## config.mk

```make
export PLATFORM = sky130hd
export DESIGN_NAME = jtedt_classify
export DESIGN_NICKNAME = d
export VERILOG_FILES = /design/src/hw/rtl/jtedt_pkg.sv /design/src/hw/rtl/jtedt_classify.sv
export SDC_FILE = /design/constraint.sdc
export NUM_CORES = 1
export LEC_CHECK = 0
export ABC_AREA = 1
export CELL_PAD_IN_SITES_DETAIL_PLACEMENT = 1
export CELL_PAD_IN_SITES_GLOBAL_PLACEMENT = 2
export CORE_UTILIZATION = 32
export DETAILED_ROUTE_END_ITERATION = 12
export DONT_BUFFER_PORTS = 1
export PLACE_DENSITY_LB_ADDON = 0.2
export SLEW_MARGIN = 40
export SYNTH_ARGS = -nofsm -noshare
export SYNTH_HDL_FRONTEND = slang
export SYNTH_SLANG_ARGS = --single-unit
```

## constraint.sdc

```tcl
create_clock -name vclk -period 4.85
set_input_delay 1.2125 -clock vclk [all_inputs]
set_output_delay 1.2125 -clock vclk [all_outputs]
set_load 0.02 [all_outputs]
```

## src/hw/rtl/jtedt_pkg.sv

```systemverilog
// shared types and constants of the jump target encoder
package jtedt_pkg;

   localparam logic [31:0] EXTERNAL_TAG = 32'h8000_0000;

   localparam int CSR_INDEX_W = 2;
   localparam logic [CSR_INDEX_W-1:0] CSR_WINDOW_BASE      = 2'd0;
   localparam logic [CSR_INDEX_W-1:0] CSR_DEFAULT_WORD     = 2'd1;
   localparam logic [CSR_INDEX_W-1:0] CSR_GUEST_TABLE_BASE = 2'd2;

   localparam logic [63:0] WINDOW_BASE_RESET      = 64'd0;
   localparam logic [31:0] DEFAULT_WORD_RESET     = 32'd0;
   localparam logic [31:0] GUEST_TABLE_BASE_RESET = 32'h8000_0000;

   localparam logic [1:0] PATH_WINDOW   = 2'd0;
   localparam logic [1:0] PATH_EXT_HIT  = 2'd1;
   localparam logic [1:0] PATH_EXT_NEW  = 2'd2;
   localparam logic [1:0] PATH_OVERFLOW = 2'd3;

   typedef struct packed {
      logic        slot_valid;
      logic [28:0] slot_index;
      logic        in_window;
      logic [31:0] window_offset;
   } classify_type;

   typedef struct packed {
      logic        done;
      logic [31:0] word;
      logic [1:0]  path;
   } scan_result_type;

endpackage

```

## src/hw/rtl/jtedt_classify.sv

```systemverilog
// slot range check and code window test of one request
module jtedt_classify #(
   parameter logic [30:0] CODE_WINDOW_BYTES = 31'd268435455,
   parameter logic [32:0] SLOT_TABLE_BYTES  = 33'd2147483648
) (
   input  logic [31:0]            guest_addr,
   input  logic [63:0]            host_target,
   input  logic [63:0]            window_base,
   input  logic [31:0]            guest_table_base,
   output jtedt_pkg::classify_type cls
);

   logic [31:0] delta;
   logic [33:0] slot_end;
   logic        slot_ok;
   logic [64:0] diff;

   always_comb begin
      delta    = guest_addr - guest_table_base;
      slot_end = {2'b00, delta[31:2], 2'b00} + 34'd4;
      slot_ok  = (guest_addr >= guest_table_base) && (slot_end <= {1'b0, SLOT_TABLE_BYTES});
      diff     = {1'b0, host_target} - {1'b0, window_base};

      cls.slot_valid    = slot_ok;
      cls.slot_index    = slot_ok ? delta[30:2] : 29'd0;
      cls.in_window     = !diff[64] && (diff[63:0] < {33'd0, CODE_WINDOW_BYTES});
      cls.window_offset = diff[31:0];
   end

endmodule

```

Word level (Yosys, flattened, before mapping)
Cells that the tools add are included.
{"block": "op_classes", "reduce_logical": 3, "n_lt_le_gt_ge": 3, "n_mux": 1, "addsub": 3}
{"operator": "subtractor 64 x 64 -> 65 bit", "count": 1}
{"operator": "less-than comparator 64 x 28 -> 1 bit (second input constant)", "count": 1}
{"operator": "adder 32 x 3 -> 33 bit (second input constant)", "count": 1}
{"operator": "less-or-equal comparator 33 x 32 -> 1 bit (second input constant)", "count": 1}
{"operator": ">= comparator 32 bit", "count": 1}
{"operator": "subtractor 32 bit", "count": 1}
{"operator": "two-way mux 29 bit", "count": 1}
{"operator": "logical AND 1 bit", "count": 2}
{"operator": "logical NOT 1 bit", "count": 1}
{"block": "totals", "in_bits": 192, "reg_bits": 0, "word_cells": 10}

Longest topological paths before layout
Gate-level depths: netlist of run 1.
{"block": "depth", "ltp_word": 5, "depth_mapped": 22}

Worst setup path after synthesis of run 1
Ideal clock, no wire load.
{"block": "synth_timing", "path_kind": "input-to-output", "from": "in host_target[0]", "to": "out cls[32] (netlist bit)", "arrival_time_ns": 3.413, "path_slack_ns": 0.224, "cell_stages": 21, "required_ns": 3.638, "cell_sequence": "inv_1 > ha_1 > inv_1 > fa_1 > nand3_1 > nand3_1 > nand2_1 > nand2_1 > nand3_1 > nand2_1 > nand2_1 > nand2_1 > nand2_1 > nand2_1 > nand2_1 > nand3_1 > nor3_1 > nand2_1 > nor2_1 > nand4_1 > nor3_2"}
{"item": "start: declaration", "line_no": "jtedt_classify.sv:7", "text": "input logic [63:0] host_target,"}
{"item": "end: declaration", "line_no": "jtedt_classify.sv:10", "text": "output jtedt_pkg::classify_type cls"}

==> metrics.txt, run 1 <==
LEAKAGE 5.80 nW; Mapped Area 0.00777 sq mm; pre-CTS WS -0.245 ns; number of port buffers 0; final setup fails 0; DRC errors left 0; max-slew violation count 0; sequential-to-total area share from yosys stat 0%; Mapped Nets 1,799; Least-Margin Pin Slew 0.496 ns; Antenna Nets Post-Route 0; WL per Instance 17.3 um; number of I/O pins 255; initial antenna violation count 0; drt pass-1 iters 4; Synth Instances 1,510; clock buffer count 0; hpwl dp 30.3 mm; unrepaired setup endpoints after global routing true; MaxCap Viol Count 0; synthesis-to-finish area growth 41.1%; area of the multi-input gates 0.00769 sq mm; hold buffer count at cts 0; sequential cells 0; Worst Hold Class input port to primary output; total power 0.00169 W; Initial Util 32.9%; initial DRC count 400; Worst setup SP type input port; die width 158 um; register area 0 sq um; CP max FO 4; final hold violations 0; Finished Cell Area 0.0110 sq mm; setup ws final 0.0331 ns; first-pass GRT wire length 51.7 mm; placed cell areas 0.00956 sq mm; Synth cell types 47; Tcrit/Tclk final 99.3%; row cnt 56; Cell Pwr Density 154 mW/mm^2; layout cells sized above 1 29.0%; largest net degree at the start of global routing 22; Core Util, Final 46.4%; vias in the first global route 10,300; Fill cells 3,366; post-route minimum period 4.82 ns; Max VDD drop 89.5 uV; Required @ worst endpoint 3.64 ns; Ant. Diodes 0; DR vias 10,400; final wirelength 35.2 mm; Yosys warning count 0; die height 158 um; Crit Path Category input port to primary output; CP Data Arrival Time 3.60 ns; NumNets Final 2,007; Avg Vias per Cell 5.11; die area 0.0249 sq mm; Post-Route Setup TNS 0 ns; GR Overflow Total 0; core area 0.0236 sq mm; Setup crit end kind primary output; routability-driven placement congestion ratio 0.890; slew margin rel. 66.7%; synthesized area per cell 5.14 sq um; Tot GR Track Use 26.1%; fmax 0.208 GHz; run status finished clean
==> cells in the mapped netlist, drive strengths merged <==
cell type	count	area share, %
o311a	1	0.13
nor2	201	12
o211ai	5	0.48
o31ai	2	0.19
a31o	1	0.11
nand3b	10	0.97
xnor2	25	2.8
xor2	29	3.3
o311ai	1	0.11
a21o	10	0.97
o211a	1	0.13
nor3	13	0.97
o21ai	56	3.7
a31oi	6	0.56
or2	4	0.35
nand4	26	2.1
a311oi	1	0.11
a21boi	1	0.097
inv	331	16
buf	4	0.63
ha	96	15
o2111ai	3	0.34
o21bai	10	0.97
nor4	4	0.32
a21oi	120	7.9
and2	3	0.24
a22oi	1	0.097
nand3	93	6.1
a211oi	1	0.097
fa	1	0.26
o21a	10	0.97
nand2	440	21
==> layer usage <==
metal | wire [um] | track usage (%) | up-vias
li1 | - | - | 5174
met1 | 16300 | 35.8 | 4912
met2 | 16900 | 46.2 | 262
met3 | 1260 | 0.630 | 41
met4 | 636 | 3.37 | 0
met5 | 0 | 0 | -
==> per-stage QoR <==
stage               cells  hold slack (ns)
global route         2035             2.63
floorplan            1510             2.61
CTS                  2020             2.64
finish               2035             2.62
detailed placement   2016             2.63
global placement     2016             2.63
==> worst max-delay path: stages <==
cell and delay (ns):
inv_2 0.05, ha_4 0.20, buf_6 0.14, nand2_1 0.10, nand2_2 0.07, nand2_2 0.09
nand2_4 0.06, nand2_2 0.07, nand3_2 0.07, nand3b_1 0.29, nand2_1 0.16, buf_4 0.12
nand3b_1 0.06, nand2_1 0.12, nand2_1 0.06, nor2_1 0.13, nand3_1 0.09, nor2_1 0.10
nand4_1 0.12, nor3_2 0.12, buf_4 0.16
==> power breakdown <==
part	internal [W]	total [W]	switching, W
clock network	0	0	0
logic	0.000664	0.00169	0.00103
registers	0	0	0
==> placed cells by master (no fill, tap or decap), types with 13 or more instances in the layout <==
cell type  count
a21oi_1       89
a21oi_2       24
buf_4        204
ha_1          59
ha_4          30
inv_1        313
inv_2         17
nand2_1      358
nand2_2       69
nand2_4       13
nand3_1       66
nand3_2       23
nand4_1       26
nor2_1       131
nor2_2        37
nor2_4        33
o21ai_0       38
o21ai_1       14
xnor2_1       24
xor2_1        26
==> what timing repair did <==
action	in CTS	in global routing
setup endpoints to repair	1	28
gates resized for setup	94	204
pin swaps	18	88
buffers inserted	4	16
cloned	0	0
==> cells by family (layout without fill, tap and decap cells) <==
kind of cell | Yosys count | after routing | synth area share [%]
simple gates | 794 | 794 | 44.6
buf+inv | 335 | 541 | 16.6
compound gates | 230 | 230 | 16.9
fa+ha+maj | 97 | 97 | 15.7
xor+xnor | 54 | 54 | 6.09
==> path summary, 6_finish.rpt <==
kind	startpoint	end	cells past startpoint
min	window_base[0]	cls[0]	2
max	window_base[19]	cls[32]	21
==> cell type report <==
type	instances	area share, %
Tap cell	319	3.64
Multi-Input combinational cell	1175	70.2
Inverter	331	11.4
Timing Repair Buffer	210	14.7
No activity file was read; power rests on OpenSTA's default activity.
==> run 2, diff against run 1 <==
Settings changed: CORE_ASPECT_RATIO set to 1.1.
==> run 2 against run 1 <==
Compared with the run above:
- the run now ends with negative setup slack left
- setup slack worse by 0.10 ns
- count of clock-buffer cells in the layout unchanged
- final cell count is 0.34% lower
- worst hold slack better by 0.012 ns
- design area decreased by 6.8%
- wire length fell by 0.67%
- sequential share of layout area unchanged
- maximum frequency is 2.1% lower
- core utilization shrank 3.4 points
- global-route usage rose by 0.72 points
==> metrics.txt, run 2 (synthesis gave the netlist of run 1 again) <==
run status finished with violations; failing checks negative setup slack; Comb pwr share 100.0%; die area 0.0249 sq mm; DR vias 10,200; clock share of power 0%; CP startpoint host_target[0]; Tcrit/Tclk final 101%; final wirelength 34.9 mm; final setup fails 1; unrepaired setup endpoints after global routing true; hpwl dp 31.5 mm; vias in the first global route 10,200; commonest non-fill, non-tap cell in the layout nand2_1; DRC errors left 0; Antenna Nets Post-Route 0; post-route minimum period 4.92 ns; Required @ worst endpoint 3.64 ns; NumNets Final 2,014; number of I/O pins 255; register area 0 sq um; initial DRC count 320; Tot GR Track Use 26.8%; clock buffer count 0; LEAKAGE 5.66 nW; number of port buffers 0; synthesis-to-finish area growth 31.5%; Max VDD drop 70.8 uV; Setup crit end kind primary output; first-pass GRT wire length 52.0 mm; Worst setup SP type input port; core area 0.0238 sq mm; commonest cells after routing, fill and taps aside nand2_1 (398), inv_1 (326), buf_4 (215); CP Data Arrival Time 3.71 ns; setup ws final -0.0692 ns; switch share 61.9%; Post-Route Setup TNS -0.0692 ns; MaxCap Viol Count 0; sequential cells 0; Ant. Diodes 0; die height 165 um; worst hold slack 2.63 ns; hold buffer count at cts 0; Avg Vias per Cell 5.02; CP endpoint cls[32]; drt pass-1 iters 5; GR Overflow Total 0; initial antenna violation count 0; max-slew violation count 0; Psw 0.000976 W; die width 151 um; Int Pwr 0.000601 W; Fill cells 3,463; CP max FO 4; Crit Path Category input port to primary output; layout cells sized above 1 21.4%; WL per Instance 17.2 um; Cell Pwr Density 154 mW/mm^2; Initial Util 32.7%; Least-Margin Pin Slew 0.464 ns; slew margin rel. 68.7%; largest net degree at the start of global routing 16; Worst Hold Class input port to primary output; register share of total power 0%; row cnt 59; final hold violations 0; routability-driven placement congestion ratio 0.927; fmax 0.203 GHz
[run 2: cell count changes in the layout (fill, tap and decap cells not counted), moves of 15 or more]
cell	previous run	this run
nor2_2	37	20
nand3_1	66	83
nor2_1	131	146
ha_1	59	87
nand2_1	358	398
nand2_2	69	40
ha_4	30	7
[run 2: cell type report]
| type | count | area (sq um) | area share [%] |
|---|---|---|---|
| inverter | 331 | 1240 | 12.2 |
| multi-input combinational | 1175 | 6940 | 67.9 |
| tap | 305 | 382 | 3.73 |
| timing repair buffer | 217 | 1650 | 16.2 |
[run 2: what timing repair did]
action	in CTS	in global routing
setup endpoints to repair	1	29
gates resized for setup	42	75
setup buffers	4	12
pin swaps	11	17
[run 2: worst min path at each step]
| stage | end | depth (start not counted) | slack, ns | from |
|---|---|---|---|---|
| 2_1_floorplan | cls[0] | 2 | 2.61 | window_base[0] |
| 3_3_place_gp | cls[0] | 2 | 2.62 | window_base[0] |
| 3_5_place_dp | cls[0] | 2 | 2.64 | window_base[0] |
| 4_1_cts | cls[0] | 2 | 2.64 | window_base[0] |
| 5_1_grt | cls[0] | 2 | 2.65 | window_base[0] |
| 6_report | cls[0] | 2 | 2.63 | window_base[0] |
[run 2: routing by layer]
layer	share of wire [%]	track usage, %	vias to the layer above
li1	-	-	5195
met1	44	32.4	4680
met2	49	49.2	252
met3	3.5	2.12	52
met4	3.3	9.32	0
met5	0	0	-
[run 2: power by group through the flow]
stage | Combinational (W) | Sequential (W) | Clock, W
after global placement | 0.00146 | 0 | 0
final | 0.00158 | 0 | 0
after detailed placement | 0.00147 | 0 | 0
after global routing | 0.00172 | 0 | 0
after CTS | 0.00151 | 0 | 0
after floorplan | 0.000929 | 0 | 0
[run 2: stage by stage]
step                      power [W]  cells  area, sq um  util [%]  setup WS (ns)
after global placement      0.00146   2012         9630      40.5         -0.156
after global routing        0.00172   2028        10200      43.0         -0.217
after floorplan            0.000929   1510         7770         -          0.224
after CTS                   0.00151   2016         9840      41.4        -0.0538
after detailed placement    0.00147   2012         9630      40.5         -0.219
final                       0.00158   2028        10200      43.0        -0.0692
[run 2: critical path, stage by stage]
cell and delay [ns]:
inv_1 0.04, ha_1 0.14, inv_1 0.06, fa_2 0.38, nand3_1 0.10, nand3_2 0.11, buf_4 0.15, xor2_1 0.21
nand2_1 0.08, nor2_1 0.11, nand2_1 0.07, nor2_1 0.15, nand3_1 0.13, nor2_1 0.15, nand3_1 0.17, nand4_1 0.11
nor2_1 0.05, nand4_1 0.08, nor3_2 0.04, buf_4 0.15
