File: src/hw/rtl/jtedt_pkg.sv
// shared types and constants of the jump target encoder
package jtedt_pkg;

   localparam logic [31:0] EXTERNAL_TAG = 32'h8000_0000;

   localparam int CSR_INDEX_W = 2;
   localparam logic [CSR_INDEX_W-1:0] CSR_WINDOW_BASE      = 2'd0;
   localparam logic [CSR_INDEX_W-1:0] CSR_DEFAULT_WORD     = 2'd1;
   localparam logic [CSR_INDEX_W-1:0] CSR_GUEST_TABLE_BASE = 2'd2;

   localparam logic [63:0] WINDOW_BASE_RESET      = 64'd0;
   localparam logic [31:0] DEFAULT_WORD_RESET     = 32'd0;
   localparam logic [31:0] GUEST_TABLE_BASE_RESET = 32'h8000_0000;

   localparam logic [1:0] PATH_WINDOW   = 2'd0;
   localparam logic [1:0] PATH_EXT_HIT  = 2'd1;
   localparam logic [1:0] PATH_EXT_NEW  = 2'd2;
   localparam logic [1:0] PATH_OVERFLOW = 2'd3;

   typedef struct packed {
      logic        slot_valid;
      logic [28:0] slot_index;
      logic        in_window;
      logic [31:0] window_offset;
   } classify_type;

   typedef struct packed {
      logic        done;
      logic [31:0] word;
      logic [1:0]  path;
   } scan_result_type;

endpackage

File: src/hw/rtl/jtedt_ram.sv
// generic single-write, single-read ram with registered read data
module jtedt_ram #(
   parameter int WIDTH = 64,
   parameter int DEPTH = 64
) (
   input  logic                                  clock,
   input  logic                                  wr_en,
   input  logic [(DEPTH > 1 ? $clog2(DEPTH) : 1)-1:0] wr_addr,
   input  logic [WIDTH-1:0]                      wr_data,
   input  logic [(DEPTH > 1 ? $clog2(DEPTH) : 1)-1:0] rd_addr,
   output logic [WIDTH-1:0]                      rd_data
);

   logic [WIDTH-1:0] mem [DEPTH];
   logic [WIDTH-1:0] rd_data_ff;

   always_ff @(posedge clock) begin
      if (wr_en) begin
         mem[wr_addr] <= wr_data;
      end
      rd_data_ff <= mem[rd_addr];
   end

   assign rd_data = rd_data_ff;

endmodule

File: src/hw/rtl/jtedt_scan.sv
// search and append in the external target table
module jtedt_scan #(
   parameter int EXT_CAPACITY = 64
) (
   input  logic                       clock,
   input  logic                       reset,
   input  logic                       start,
   input  logic [63:0]                target,
   input  logic [31:0]                default_word,
   output jtedt_pkg::scan_result_type result
);

   localparam int CNT_W = $clog2(EXT_CAPACITY + 1);
   localparam int IDX_W = EXT_CAPACITY > 1 ? $clog2(EXT_CAPACITY) : 1;
   localparam logic [CNT_W-1:0] CAPACITY = CNT_W'(EXT_CAPACITY);

   localparam logic ST_IDLE = 1'b0;
   localparam logic ST_RUN  = 1'b1;

   logic             state_ff, state_in;
   logic [CNT_W-1:0] count_ff, count_in;
   logic [CNT_W-1:0] scan_ff, scan_in;
   logic             cmp_vld_ff, cmp_vld_in;
   logic [IDX_W-1:0] cmp_idx_ff, cmp_idx_in;
   logic [63:0]      target_ff, target_in;
   jtedt_pkg::scan_result_type result_ff, result_in;

   logic             wr_en;
   logic [63:0]      rd_data;
   logic             hit;

   jtedt_ram #(
      .WIDTH (64),
      .DEPTH (EXT_CAPACITY)
   ) u_ram (
      .clock   (clock),
      .wr_en   (wr_en),
      .wr_addr (count_ff[IDX_W-1:0]),
      .wr_data (target_ff),
      .rd_addr (scan_ff[IDX_W-1:0]),
      .rd_data (rd_data)
   );

   always_comb begin
      state_in   = state_ff;
      count_in   = count_ff;
      scan_in    = scan_ff;
      cmp_vld_in = 1'b0;
      cmp_idx_in = cmp_idx_ff;
      target_in  = target_ff;
      result_in  = result_ff;
      result_in.done = 1'b0;
      wr_en      = 1'b0;
      hit        = cmp_vld_ff && (rd_data == target_ff);

      unique case (state_ff)
         ST_IDLE: begin
            if (start) begin
               state_in  = ST_RUN;
               scan_in   = '0;
               target_in = target;
            end
         end
         ST_RUN: begin
            if (hit) begin
               state_in         = ST_IDLE;
               result_in.done   = 1'b1;
               result_in.path   = jtedt_pkg::PATH_EXT_HIT;
               result_in.word   = jtedt_pkg::EXTERNAL_TAG | {{(32-IDX_W){1'b0}}, cmp_idx_ff};
            end else if (scan_ff != count_ff) begin
               scan_in    = scan_ff + 1'b1;
               cmp_vld_in = 1'b1;
               cmp_idx_in = scan_ff[IDX_W-1:0];
            end else if (count_ff >= CAPACITY) begin
               state_in       = ST_IDLE;
               result_in.done = 1'b1;
               result_in.path = jtedt_pkg::PATH_OVERFLOW;
               result_in.word = default_word;
            end else begin
               state_in       = ST_IDLE;
               wr_en          = 1'b1;
               count_in       = count_ff + 1'b1;
               result_in.done = 1'b1;
               result_in.path = jtedt_pkg::PATH_EXT_NEW;
               result_in.word = jtedt_pkg::EXTERNAL_TAG | 32'(count_ff);
            end
         end
         default: state_in = ST_IDLE;
      endcase
   end

   always_ff @(posedge clock) begin
      if (reset) begin
         state_ff       <= ST_IDLE;
         count_ff       <= '0;
         cmp_vld_ff     <= 1'b0;
         result_ff.done <= 1'b0;
      end else begin
         state_ff       <= state_in;
         count_ff       <= count_in;
         cmp_vld_ff     <= cmp_vld_in;
         result_ff.done <= result_in.done;
      end
      scan_ff        <= scan_in;
      cmp_idx_ff     <= cmp_idx_in;
      target_ff      <= target_in;
      result_ff.word <= result_in.word;
      result_ff.path <= result_in.path;
   end

   assign result = result_ff;

endmodule

File: config.mk
export PLATFORM = sky130hd
export DESIGN_NAME = jtedt_scan
export DESIGN_NICKNAME = d
export VERILOG_FILES = /design/src/hw/rtl/jtedt_pkg.sv /design/src/hw/rtl/jtedt_ram.sv /design/src/hw/rtl/jtedt_scan.sv
export SDC_FILE = /design/constraint.sdc
export NUM_CORES = 2
export LEC_CHECK = 0
export ABC_CLOCK_PERIOD_IN_PS = 11700
export BUFFER_PORTS_ARGS = -buffer_cell sky130_fd_sc_hd__buf_2
export CAP_MARGIN = 20
export CORE_MARGIN = 4
export CORE_UTILIZATION = 40
export DETAILED_ROUTE_END_ITERATION = 10
export HOLD_SLACK_MARGIN = 0.08
export PLACE_DENSITY = 0.52
export RECOVER_POWER = 100
export SYNTH_ARGS = -nofsm -noshare
export SYNTH_HDL_FRONTEND = slang
export SYNTH_HIERARCHICAL = 1
export SYNTH_SLANG_ARGS = --single-unit
export TNS_END_PERCENT = 20
File: constraint.sdc
create_clock -name clock -period 11.7 [get_ports clock]
set_input_delay 0.585 -clock clock [delete_from_list [all_inputs] [get_ports clock]]
set_output_delay 0.585 -clock clock [all_outputs]
set_load 0.005 [all_outputs]
---- Yosys cells after proc, flatten, opt, wreduce, memory -nomap -nowiden ----
Memory sizes are Yosys's and may differ from the RTL's. A register that Yosys moved wholly into a read port is not among the register bits.
Index checks and enable logic that the tools add are counted.
cells by class
  equality and inequality tests ........... 6
  mux-type cells .......................... 17
  add/sub/neg operators ................... 2
  order comparisons ....................... 1
  bitwise operators ....................... 4
  reductions and logical operators ........ 7
operators with widths
  cell                                           number
  2-to-1 mux 35 bit                              2
  == test 64 bit                                 1
  2-to-1 mux 34 bit                              1
  2-to-1 mux 7 bit                               3
  adder 7 x 1 -> 7 bit, second input constant    2
  one-hot mux 7 bit (2 select lines)             1
  2-to-1 mux 1 bit                               9
  >= comparator 7 bit, second input constant     1
  != test 7 bit                                  1
  != test 2 bit, second input constant           3
  AND reduction 3 bit                            2
  NOT 1 bit                                      4
  AND reduction 2 bit                            2
  AND reduction 4 bit                            1
  != test 2 x 1 -> 1 bit, second input constant  1
  one-hot mux 1 bit (2 select lines)             1
  OR reduction 2 bit                             1
  logical AND 1 bit                              1
word-level totals
  memories ................................ 1
  input port bits ......................... 99
  bits in registers ....................... 121
  bits in writable memories ............... 4096
memory list
  memory     depth  bits a word  rd ports  clocked after Yosys merged registers in  wr ports  line             source
  u_ram.mem  64     64           1         1                                        1         jtedt_ram.sv:14  logic [WIDTH-1:0] mem [DEPTH];

---- Longest topological paths before layout ----
  depth in word-level cells ............... 7
  gate-level depth with buffers ........... 9
  gate-level depth less buffers ........... 9

---- Cells and area by module ----
Netlist, hierarchy kept.
modules (own cells, without submodules)
  module      cells each  area each (um^2)  times used  sequential area each (um^2)
  jtedt_ram   6598        156348.7          1           124279.2
  jtedt_scan  340         5195.0            1           3533.4

---- Worst setup path after synthesis ----
Ideal clock, no wire load.
  path kind ............................... register to register
  from .................................... register target_ff[36]
  to ...................................... memory u_ram.mem[49][0], enable pin
  arrival time ............................ 6473 ps
  path buffers ............................ 0
  cell stages (with the launch flop) ...... 9
  setup slack ............................. 4663 ps
  path through ............................ edfxtp_1 inv_1 o21a_1 nand4_1 or3_1 o21ai_2 inv_1 nand4_1 nor3_1
on the way
  word-level cells in the longest chain between the ends .. 6
ends and longest elaborated chain
  what                                    line               source
  start: declaration                      jtedt_scan.sv:25   logic [63:0] target_ff, target_in;
  start signal: assignment                jtedt_scan.sv:106  target_ff <= target_in;
  == test 64 bit                          jtedt_scan.sv:54   hit = cmp_vld_ff && (rd_data == target_ff);
  logical AND 1 bit                       jtedt_scan.sv:54
  2-to-1 mux 1 bit                        jtedt_scan.sv:65   if (hit) begin
  2-to-1 mux 1 bit                        jtedt_scan.sv:56   unique case (state_ff)
  net wr_en                               jtedt_scan.sv:28   logic wr_en;
  2-to-1 mux 1 bit                        jtedt_ram.sv:18    if (wr_en) begin
  2-to-1 mux 1 bit (not written as such)  jtedt_ram.sv:19    mem[wr_addr] <= wr_data;
  end: declaration                        jtedt_ram.sv:14
The timed path passes the listed nets, and every way through them passes these cells.

---- Final worst setup path ----
  from .................................... register target_ff[59]
  to ...................................... memory u_ram.mem[19][27], enable pin
The elaborated chain is that of the path after synthesis.

==> flow_summary.json <==
{
  "dominantRegCellSynth": "sky130_fd_sc_hd__edfxtp_1",
  "timing.max_cap.violations": 104,
  "failed_checks": "max-capacitance violations, max-slew violations",
  "leading_cell_type_by_number_of_instances_after_synthesis": "sky130_fd_sc_hd__edfxtp_1",
  "wl_per_instance_um": 36.3,
  "critPathLaunchType": "register",
  "post_synth_net_total": 7040,
  "postSynthRegisterBits": 4281,
  "grt_first_pass_wirelength_um": 665000,
  "setup.reg_to_reg.worst_slack_ns": 3.09,
  "clock_tree.htree_level_count": 5,
  "clk_pin_slew_ns": 0.06,
  "synth.top_cells.by_area": "sky130_fd_sc_hd__edfxtp_1 (78%), sky130_fd_sc_hd__mux4_2 (14%), sky130_fd_sc_hd__dfxtp_1 (0.92%)",
  "synth.largest_area_cell": "sky130_fd_sc_hd__edfxtp_1",
  "grt_util_met1": 0.329,
  "floorplan.io_pins": 134,
  "cts_made_buffers": 442,
  "cts_setup_buffers": 0,
  "synth-edff-count": 4207,
  "grt_antenna_before_repair": 46,
  "worst_setup_path_endpoint": "u_ram/mem[19][27]",
  "synthesis.yosys.warnings": 6,
  "worstReg2RegStart": "target_ff[59]",
  "endpoint_kind": "register",
  "num_rows": 233,
  "netlist_area_before_placement_um2": 162000,
  "final_layout_size_suffix_gt1_frac": 0.250,
  "postSynthAreaPerCell_um2": 23.3,
  "route.detailed.vias_per_inst": 5.96,
  "cts-root-buf": "sky130_fd_sc_hd__clkbuf_16",
  "fp.coreArea_um2": 403000,
  "cts_tree": "built",
  "final.setup.worst_slack_ns": 3.09,
  "groute.usage.overall": 0.230,
  "final_cell_count_no_fill": 13300,
  "fin_worst_hold_slack_ns": 0.251,
  "vias_in_the_first_global_route": 79600,
  "postRouteWirelength_um": 482000,
  "number_of_buffers_inserted_by_port_buffering": 133,
  "placer_s_final_routability_congestion_estimate": 0.801,
  "power-per-cell-area_nw_per_um2": 193,
  "worst_slew_pin_tran_ns": 4.51,
  "dieArea_um2": 414000,
  "seq_area_frac_synth": 0.791,
  "drcViolationCount": 0,
  "crit_type": "reg2reg",
  "unrepaired_setup_endpoints_after_global_routing": "no",
  "setup_viol": 0,
  "detailed_place_hpwl_um": 264000,
  "yosys.area.top_type_share": 0.782,
  "worstHoldPathType": "in2reg",
  "flow.area_growth_from_synthesis_pct": 14.1,
  "pre_cts_slack_ns": 5.54,
  "grt_max_degree": 95,
  "leakagePower_nw": 56.2,
  "met3_grt_util": 0.0379,
  "dp.cells": 12400,
  "die_y_um": 644,
  "clock_tree.buffer_depth": 4,
  "nNetsFinal": 7617,
  "finished_core_util": 0.458,
  "cp.arrival_ns": 9.14,
  "timing.max_slew.rel_slack": -2.01,
  "layout_worst_path_cycle_share": 0.736,
  "path_max_fanout": 65,
  "cts_num_sinks": 4281,
  "grt.met2_usage": 0.366,
  "timing.critical_path.from": "target_ff[59]",
  "async_reset_ff_frac": 0,
  "route.vias.total": 79300,
  "finClkSkew_ns": 0.112,
  "chip_width_um": 644,
  "run_status": "finished, violations left",
  "rr_endpoint": "u_ram/mem[19][27]",
  "drt_iter0_drc": 10100,
  "timing.final.max_slew_violations": 4752,
  "finalCriticalPeriod_ns": 8.61,
  "grt.overflow.total": 0,
  "max-vdd-ir-drop_mv": 0.140,
  "syn-instance-count": 6938,
  "insertion_delay_ns": 1.01,
  "drt_pass1_iterations": 5,
  "worstPathRequired_ns": 12.24,
  "timing_hold_violations_final": 0,
  "antenna_left": 0,
  "worstRegToRegCells": 10,
  "final.setup.tns_ns": 0,
  "initial_utilization": 0.401,
  "nFillCells": 33500,
  "yosys.cell_types.count": 52,
  "maxClockFrequency_ghz": 0.116,
  "cts_repair_resize_count": 0,
  "gr-max-usage-layer": "met2",
  "netlist_top_cells_count": "sky130_fd_sc_hd__edfxtp_1 (4,207), sky130_fd_sc_hd__mux4_2 (1,024), sky130_fd_sc_hd__buf_2 (171)"
}
cell usage in the layout, fill, tap and decap left out, types with 30 or more instances in the layout:
cell	n
sky130_fd_sc_hd__nor2_4	41
sky130_fd_sc_hd__clkbuf_1	293
sky130_fd_sc_hd__dlygate4sd3_1	91
sky130_fd_sc_hd__clkinv_1	92
sky130_fd_sc_hd__buf_2	60
sky130_fd_sc_hd__edfxtp_1	4207
sky130_fd_sc_hd__buf_12	30
sky130_fd_sc_hd__a22o_1	90
sky130_fd_sc_hd__and3_1	65
sky130_fd_sc_hd__nor2_1	79
sky130_fd_sc_hd__nand2_1	63
sky130_fd_sc_hd__xnor2_1	55
sky130_fd_sc_hd__o221ai_1	38
sky130_fd_sc_hd__mux4_2	1024
sky130_fd_sc_hd__clkinv_2	84
sky130_fd_sc_hd__dfxtp_1	74
sky130_fd_sc_hd__nor2b_1	33
sky130_fd_sc_hd__nand3_1	50
sky130_fd_sc_hd__o22ai_1	83
sky130_fd_sc_hd__clkbuf_16	449
sky130_fd_sc_hd__or3_1	33
sky130_fd_sc_hd__a22oi_1	168
sky130_fd_sc_hd__mux2i_1	142
sky130_fd_sc_hd__buf_4	136
sky130_fd_sc_hd__bufinv_16	30
sky130_fd_sc_hd__a211oi_1	62
power by group:
| group | internal (mW) | switching, mW |
|---|---|---|
| clock network | 7.78 | 5.82 |
| registers | 17.1 | 0.122 |
| logic | 1.78 | 2.89 |
| total | 26.7 | 8.84 |
layout make-up:
class,count,area [um2],area share
sequential,4281,128000,0.693
multi-input combinational,2254,32100,0.174
clock buffer,567,11800,0.0642
tap,5405,6760,0.0367
timing repair buffer,510,3590,0.0195
clock inverter,238,2080,0.0113
inverter,26,97.6,0.000529
antenna,19,47.5,0.000258
cell families after synthesis:
group / Yosys count / synth area share
buffers and inverters: 403 / 0.0119
and+or+nand+nor: 485 / 0.0162
DFF: 4281 / 0.791
xor gates and xnor gates: 75 / 0.00407
AOI/OAI and AO/OA: 525 / 0.0249
muxes: 1166 / 0.152
adders and majority gates: 3 / 0.000232
worst min path at each step:
stage,start,end,slack (ns),depth (start not counted)
after detailed placement,target_ff[56],u_ram/mem[55][56],0.53,0
after global routing,default_word[31],result[33],0.15,3
after floorplan,cmp_idx_ff[1],result[3],0.49,2
after global placement,target_ff[56],u_ram/mem[52][56],0.50,0
after CTS,default_word[31],result[33],0.15,3
final,default_word[31],result[33],0.25,3
routing by layer:
metal	wire length [um]	vias to the layer above
met5	71	-
met4	14600	12
met3	37900	701
met2	229000	3595
met1	200000	44000
li1	-	30900
through the flow:
stage,area [um2],power [mW]
2_1_floorplan,162000,20.4
3_3_place_gp,170000,22.2
3_5_place_dp,170000,22.2
4_1_cts,185000,35.8
5_1_grt,184000,36.7
6_report,184000,35.5
what timing repair did:
item	CTS	global route
hold buffers	91	0
setup endpoints to repair	0	0
endpoints found under the hold margin	102	0
critical path, cell delays in order (launching register included):
cell and delay, ns:
sky130_fd_sc_hd__edfxtp_1 0.32, sky130_fd_sc_hd__clkbuf_1 2.23, sky130_fd_sc_hd__xnor2_1 0.76, sky130_fd_sc_hd__nand4_1 0.26, sky130_fd_sc_hd__nor4_1 0.11, sky130_fd_sc_hd__nand3_1 0.40, sky130_fd_sc_hd__o21ai_0 0.44, sky130_fd_sc_hd__inv_1 0.32
sky130_fd_sc_hd__nand3_1 0.48, sky130_fd_sc_hd__nor2_1 1.80, sky130_fd_sc_hd__buf_4 0.73
sequential cells by signal (all words and copies together) (netlist names):
name           flops
u_ram/mem       4096
target_ff         64
u_ram/rd_data     64
result            35
count_ff           7
scan_ff            7
cmp_idx_ff         6
cmp_vld_ff         1
state_ff           1
Note: power is estimated with default switching activity, not from simulation.
